[config.mk]
export PLATFORM = sky130hd
export DESIGN_NAME = segment_waveform_sequencer_top
export DESIGN_NICKNAME = d
export VERILOG_FILES = /design/src/hw/rtl/sws_pkg.sv /design/src/hw/rtl/sws_table.sv /design/src/hw/rtl/segment_waveform_sequencer_top.sv
export SDC_FILE = /design/constraint.sdc
export NUM_CORES = 1
export LEC_CHECK = 0
export BUFFER_PORTS_ARGS = -buffer_cell sky130_fd_sc_hd__buf_2
export CAP_MARGIN = 20
export CORE_ASPECT_RATIO = 1.5
export CORE_MARGIN = 2
export CORE_UTILIZATION = 61
export CTS_CLUSTER_DIAMETER = 200
export CTS_CLUSTER_SIZE = 40
export DETAILED_ROUTE_END_ITERATION = 8
export PLACE_DENSITY = 0.86
export SYNTH_ARGS = -nofsm -noshare
export SYNTH_HDL_FRONTEND = slang
export SYNTH_SLANG_ARGS = --single-unit
export TNS_END_PERCENT = 10
[constraint.sdc]
create_clock -name clk -period 8.5 [get_ports clk]
set_clock_uncertainty 0.2 [all_clocks]
set_input_delay 0.425 -clock clk [delete_from_list [all_inputs] [get_ports clk]]
set_output_delay 0.425 -clock clk [all_outputs]
set_load 0.05 [all_outputs]
[src/hw/rtl/sws_pkg.sv]
// Shared types, codes and defaults of the segment waveform sequencer.
package sws_pkg;

	localparam int MAX_SEGMENTS_DEF  = 8;
	localparam int COUNTER_STEPS_DEF = 256;

	localparam int CMD_W    = 2;
	localparam int IDX_W    = 3;
	localparam int DUR_W    = 8;
	localparam int LEN_W    = 4;
	localparam int SEGNUM_W = 3;

	typedef enum logic [CMD_W-1:0] {
		CMD_TICK   = 2'd0,
		CMD_WRITE  = 2'd1,
		CMD_COMMIT = 2'd2
	} cmd_t;

	typedef struct packed {
		logic [CMD_W-1:0] cmd;
		logic [IDX_W-1:0] entry_index;
		logic             entry_level;
		logic [DUR_W-1:0] entry_duration;
		logic [LEN_W-1:0] commit_length;
	} item_t;

	typedef struct packed {
		logic                line_level;
		logic                segment_start;
		logic                update_applied;
		logic [SEGNUM_W-1:0] segment_number;
	} result_t;

	typedef struct packed {
		logic             level;
		logic [DUR_W-1:0] duration;
	} entry_t;

endpackage

[src/hw/rtl/sws_table.sv]
// Staged and active segment tables with whole-table commit and one read port.
module sws_table
	import sws_pkg::*;
#(
	parameter int DEPTH   = 8,
	parameter int RD_IDXW = 3
) (
	input  logic               clk,
	input  logic               wr_en,
	input  logic [IDX_W-1:0]   wr_idx,
	input  entry_t             wr_entry,
	input  logic               swap,
	input  logic               rd_staged,
	input  logic [RD_IDXW-1:0] rd_idx,
	output entry_t             rd_entry
);

	localparam int AW = (DEPTH > 1) ? $clog2(DEPTH) : 1;

	entry_t staged_q [DEPTH];
	entry_t active_q [DEPTH];

	always_ff @(posedge clk) begin
		if (wr_en && (int'(wr_idx) < DEPTH)) begin
			staged_q[wr_idx[AW-1:0]] <= wr_entry;
		end
		if (swap) begin
			for (int i = 0; i < DEPTH; i++) begin
				active_q[i] <= staged_q[i];
			end
		end
	end

	always_comb begin
		rd_entry = '0;
		if (int'(rd_idx) < DEPTH) begin
			rd_entry = rd_staged ? staged_q[rd_idx[AW-1:0]] : active_q[rd_idx[AW-1:0]];
		end
	end

endmodule

[src/hw/rtl/segment_waveform_sequencer_top.sv]
// Top level of the segment waveform sequencer: command decode, playback state, result register.
// Each beat on the item channel is one command: a timer tick, a staged entry write or a commit.
// One item is taken every clock cycle while item_ready is high; its result is registered, and
// item_ready drops only while the result register holds a result the consumer has not taken.
// A commit of nonzero length arms a swap of the staged table into the active table at the next
// counter wrap, after which playback restarts at entry 0. Each segment lasts duration+1 ticks.
module segment_waveform_sequencer_top
	import sws_pkg::*;
#(
	parameter int MAX_SEGMENTS  = MAX_SEGMENTS_DEF,
	parameter int COUNTER_STEPS = COUNTER_STEPS_DEF
) (
	input  logic    clk,
	input  logic    arst_n,
	input  logic    item_valid,
	output logic    item_ready,
	input  item_t   item,
	output logic    result_valid,
	input  logic    result_ready,
	output result_t result
);

	localparam int LEN_CAP = (1 << LEN_W) - 1;
	localparam int IDX_CAP = 1 << IDX_W;
	localparam int LMAX    = (MAX_SEGMENTS < LEN_CAP) ? MAX_SEGMENTS : LEN_CAP;
	localparam int TD      = (MAX_SEGMENTS < IDX_CAP) ? MAX_SEGMENTS : IDX_CAP;
	localparam int LW      = $clog2(LMAX + 1);
	localparam int PW      = (LMAX > 1) ? $clog2(LMAX) : 1;
	localparam int CW      = $clog2(COUNTER_STEPS);
	localparam logic [CW-1:0] CNT_TOP = CW'(COUNTER_STEPS - 1);

	logic [CW-1:0] cnt_q;
	logic [LW-1:0] act_len_q;
	logic [LW-1:0] pend_len_q;
	logic [PW-1:0] play_idx_q;
	logic          swap_q;
	logic          playing_q;
	logic          level_q;
	logic          result_valid_q;
	result_t       result_q;

	logic          accept;
	logic          wrap;
	logic [LW-1:0] eff_len;
	logic [PW-1:0] eff_idx0;
	logic [PW-1:0] eff_idx;
	logic [PW:0]   nxt_idx_full;
	logic [PW-1:0] nxt_idx;
	logic [CW-1:0] dur_sat;
	logic [CW-1:0] reload;
	entry_t        rd_entry;
	entry_t        wr_entry;
	logic          tbl_wr;
	logic          tbl_swap;
	logic [LEN_W-1:0] len_clamp;

	logic [CW-1:0] cnt_d;
	logic [LW-1:0] act_len_d;
	logic [LW-1:0] pend_len_d;
	logic [PW-1:0] play_idx_d;
	logic          swap_d;
	logic          playing_d;
	logic          level_d;
	logic          started;
	logic          applied;
	logic [LW-1:0] cur_seg;
	result_t       result_d;

	assign accept     = item_valid && item_ready;
	assign item_ready = !result_valid_q || result_ready;
	assign wrap       = (cnt_q == CNT_TOP);

	assign eff_len      = swap_q ? pend_len_q : act_len_q;
	assign eff_idx0     = swap_q ? '0 : play_idx_q;
	assign eff_idx      = ({1'b0, eff_idx0} >= (PW + 1)'(eff_len)) ? '0 : eff_idx0;
	assign nxt_idx_full = {1'b0, eff_idx} + (PW + 1)'(1);
	assign nxt_idx      = (nxt_idx_full >= (PW + 1)'(eff_len)) ? '0 : nxt_idx_full[PW-1:0];

	assign dur_sat = (rd_entry.duration > DUR_W'(COUNTER_STEPS - 1)) ? CNT_TOP
		: CW'(rd_entry.duration);
	assign reload  = CNT_TOP - dur_sat;

	assign wr_entry.level    = item.entry_level;
	assign wr_entry.duration = item.entry_duration;
	assign tbl_wr   = accept && (item.cmd == CMD_WRITE);
	assign tbl_swap = accept && (item.cmd == CMD_TICK) && wrap && swap_q;

	assign len_clamp = (item.commit_length > LEN_W'(LMAX)) ? LEN_W'(LMAX) : item.commit_length;

	sws_table #(
		.DEPTH   (TD),
		.RD_IDXW (PW)
	) u_table (
		.clk       (clk),
		.wr_en     (tbl_wr),
		.wr_idx    (item.entry_index),
		.wr_entry  (wr_entry),
		.swap      (tbl_swap),
		.rd_staged (swap_q),
		.rd_idx    (eff_idx),
		.rd_entry  (rd_entry)
	);

	always_comb begin
		cnt_d      = cnt_q;
		act_len_d  = act_len_q;
		pend_len_d = pend_len_q;
		play_idx_d = play_idx_q;
		swap_d     = swap_q;
		playing_d  = playing_q;
		level_d    = level_q;
		started    = 1'b0;
		applied    = 1'b0;
		case (item.cmd)
			CMD_WRITE: begin
			end
			CMD_COMMIT: begin
				if (item.commit_length != '0) begin
					pend_len_d = LW'(len_clamp);
					swap_d     = 1'b1;
					playing_d  = 1'b1;
				end
			end
			CMD_TICK: begin
				if (!wrap) begin
					cnt_d = cnt_q + CW'(1);
				end else begin
					cnt_d = '0;
					if (swap_q) begin
						act_len_d  = pend_len_q;
						play_idx_d = '0;
						swap_d     = 1'b0;
						applied    = 1'b1;
					end
					if (playing_q && (eff_len != '0)) begin
						level_d    = rd_entry.level;
						cnt_d      = reload;
						play_idx_d = nxt_idx;
						started    = 1'b1;
					end
				end
			end
			default: begin
			end
		endcase

		if (act_len_d == '0) begin
			cur_seg = '0;
		end else if (play_idx_d == '0) begin
			cur_seg = act_len_d - LW'(1);
		end else begin
			cur_seg = LW'(play_idx_d) - LW'(1);
		end

		result_d.line_level     = level_d;
		result_d.segment_start  = started;
		result_d.update_applied = applied;
		result_d.segment_number = SEGNUM_W'(cur_seg);
	end

	always_ff @(posedge clk or negedge arst_n) begin
		if (!arst_n) begin
			cnt_q          <= '0;
			act_len_q      <= '0;
			pend_len_q     <= '0;
			play_idx_q     <= '0;
			swap_q         <= 1'b0;
			playing_q      <= 1'b0;
			level_q        <= 1'b0;
			result_valid_q <= 1'b0;
		end else begin
			if (accept) begin
				cnt_q      <= cnt_d;
				act_len_q  <= act_len_d;
				pend_len_q <= pend_len_d;
				play_idx_q <= play_idx_d;
				swap_q     <= swap_d;
				playing_q  <= playing_d;
				level_q    <= level_d;
			end
			if (item_ready) begin
				result_valid_q <= item_valid;
			end
		end
	end

	always_ff @(posedge clk) begin
		if (accept) begin
			result_q <= result_d;
		end
	end

	assign result_valid = result_valid_q;
	assign result       = result_q;

	assert property (@(posedge clk) disable iff (!arst_n) cnt_q <= CNT_TOP)
		else $error("tick counter beyond its top value");

	assert property (@(posedge clk) disable iff (!arst_n)
		result_valid && result.update_applied |-> result.segment_start)
		else $error("table swap without a segment start");

	assert property (@(posedge clk) disable iff (!arst_n)
		act_len_q != '0 |-> (LW + PW)'(play_idx_q) < (LW + PW)'(act_len_q))
		else $error("play index outside the active length");

	assert property (@(posedge clk) disable iff (!arst_n) swap_q |-> playing_q)
		else $error("swap pending while playback is off");

endmodule
==> reports/results.tsv <==
metric	value	unit
P per Cell Area	240	nW/um^2
yosys warns	0	
antenna violations before repair	0	
ANT nets after route	0	
area of the mapped netlist	6930	um^2
RSZ-0062 raised after global routing	false	
Sw Ratio	23.3	%
area grow syn2layout	13.6	%
CP Max Fanout	27	
Multi-input gate area	1750	um^2
first-pass GRT wire length	22700	um
die height	135	um
DRT Pass-1 Iters	6	
setup repair bufs after CTS	0	
final instance area	7870	um^2
Final min period	6.50	ns
DR iter-0 viols	456	
Critical Path, Cell by Cell	nor2b_1 -> inv_2 -> ha_1 -> nor2b_1 -> o21ai_1 -> nand2_2 -> nand2_2 -> inv_2 -> ha_1 -> xor2_1 -> ha_1 -> o21ai_0 -> inv_1 -> a2111oi_2 -> a22oi_1 -> a31oi_1 -> ha_1 -> a211o_1 -> nand2_1	
Synth area leader	edfxtp_1	
Max Cap Viol	0	
vias in the first global route	4269	
Global Route Usage Sum	25.2	%
crit path kind	flip-flop to flip-flop	
# fillers	714	
pin count of the biggest net entering global routing	73	
clock slew at reported path FFs	0.07	ns
CTS tree	yes	
Post-Synthesis Cells	465	
worst path bufs/invs	3	
H-tree lvl count	4	
post-cts resize count	0	
flops & latches, synth	173	
Port Buffers	29	
TNS Setup	0	ns
root buffer cell	clkbuf_16	
Fmax	154	MHz
Worst EP required	8.48	ns
synth cell count leaders	150 x edfxtp_1, 45 x nand2_1, 27 x a21oi_1	
CORE AREA	11100	um^2
Slew Viols, Final	0	
period utilization	76.4	%
WL/cell	21.7	um
Post-Place Cell Area	7230	um^2
Reg power frac	50.3	%
Int Pwr	1450	uW
sequential cell area	5080	um^2
Synth cell types	66	
GP Congestion	0.901	
endpoints failing setup	0	
clk sinks	173	
Logic pwr share	7.3	%
num ports	30	
Crit path arrival time	6.48	ns
initial core utilization	62.7	%
Post-synth ARST share	13.3	%
detailed-route via count	4140	
CTS Buf Count	17	
final net count	536	
Mean Syn Cell Area	14.9	um^2
status	complete, no violations	
Max stage delay on crit path	0.91	ns
Slew @ Worst Pin	1.03	ns
DR DRC count	0	
worst hold-check path type	input pin to flip-flop	
Yosys top cell area share	65.0	%
grt ovf	0	
Critical-path top delay cell	nor2b_1	
row count	47	
Vias per Instance	6.23	
sw power	441	uW
sequential element share of the synthesized area	73.3	%
final wirelength	14400	um
Worst Setup End Kind	flip-flop	
Most common cell on crit path	ha_1	
Main synth FF type	edfxtp_1	
Top delay family on crit path	compound AO/OA/AOI/OAI gates	
Max VDD drop	0.191	mV
Final Hold Vio Count	0	
Post-DP HPWL	9450	um
layout cells sized above 1	18.2	%
Pleak	0.00280	uW
crit start category	flip-flop	
maximum root-to-sink buffer count	2	
post-synth net total	497	
top cells by area, synth	edfxtp_1 65%, dfrtp_1 8.3%, nand2_1 2.4%	
chip width	91.0	um
die area	12200	um^2
antenna cells	0	
Worst slew margin	31.3	%
Worst-Skew Late Latency	0.43	ns
cell with the most instances after synthesis	edfxtp_1	
number of enable flip-flop cells after synthesis	150	
clock network fraction of design power	42.4	%
-- kinds of logic (layout without fill, tap and decap cells) --
logic type,after synthesis,in the layout,share of synthesized area (%)
multiplexers,18,18,3.27
AND/OR/NAND/NOR,135,135,9.81
flip-flops,173,173,73.3
XOR/XNOR,4,4,0.506
adder cells (fa/ha/maj),10,10,1.81
AO/OA/AOI/OAI,100,100,9.79
buffers and inverters,25,77,1.48
-- cells in the final DEF, fill, tap and decap left out, types with 3 or more instances in the layout --
master,Yosys,layout
mux4_2,3,3
edfxtp_1,150,150
a211o_1,3,3
o21ai_1,6,6
nand2_1,45,45
o21ai_0,20,20
a22oi_1,5,5
a21oi_1,27,27
bufinv_16,0,3
xor2_1,3,3
a31oi_1,6,6
nor2b_1,5,5
mux2i_1,10,10
mux2_2,4,4
nor3_1,13,11
a211oi_1,3,3
nand2_2,3,3
nand3_1,7,7
inv_8,0,3
and3_1,4,4
nand4_1,4,4
nor4_1,4,4
o31ai_1,4,4
ha_1,10,10
buf_2,7,29
inv_2,4,4
nand2b_1,9,9
clkbuf_16,0,17
and2_1,4,4
dfrtp_1,23,23
buf_4,0,4
nor2_1,23,23
inv_1,5,5
-- cell type report --
type                       instances  area share, %
multi-input combinational        267           22.3
inverter                           9          0.429
clock buffer                      18           5.45
tap                              147           2.34
timing repair buffer              36           2.62
sequential                       173           64.5
clock inverter                    14           2.34
-- repair_timing --
action,CTS,global route
hold endpoints to repair,23,1
endpoints found under the setup margin,0,0
hold buffers,1,1
-- state kept, by name, indices dropped and copies added (netlist names), 3 cells and up --
name / cells
cnt_q: 8
act_len_q: 4
pend_len_q: 4
result: 6
u_table.staged_q: 72
play_idx_q: 3
u_table.active_q: 72
-- final timing paths --
check                                  startpoint                endpoint  slack (ns)  cells after the start
setup / recovery                           swap_q               result[2]        2.00                     19
hold / removal                            item[4]  u_table.staged_q[5][0]        0.07                      1
setup reg to reg                           swap_q               result[2]        2.00                     19
hold reg to reg            u_table.staged_q[3][6]  u_table.active_q[3][6]        0.21                      0
max in group asynchronous                  arst_n            act_len_q[0]        7.45                      2
min in group asynchronous                  arst_n                 level_q        0.30                      2
-- metrics by stage --
step                hold slack [ns]  power, uW  util [%]  instances  setup WS [ns]
global route                 0.0639       1940      71.2        664           1.55
floorplan                   -0.0706       1060         -        465           1.44
CTS                          0.0107       1890      71.0        662           2.19
global placement              0.201       1090      65.4        629           2.63
detailed placement            0.205       1100      65.4        629           2.28
finish                       0.0677       1890      71.2        664           2.00
-- metal layers --
layer  wire length, um  vias to the layer above  share of wire, %  track usage (%)
li1                  -                     1880                 -                -
met1              5510                     2018                38             29.4
met2              7550                      179                52             43.3
met3               713                       63               5.0             5.47
met4               620                        0               4.3             14.0
met5                 0                        -                 0                0
-- power by group through the flow --
stage / clock network (uW) / registers, uW / logic [uW]
2_1_floorplan: 0 / 967 / 91.3
3_3_place_gp: 0 / 967 / 127
3_5_place_dp: 0 / 968 / 133
4_1_cts: 804 / 950 / 136
5_1_grt: 840 / 952 / 151
6_report: 802 / 951 / 139
Power figures use the tool's default switching activity.
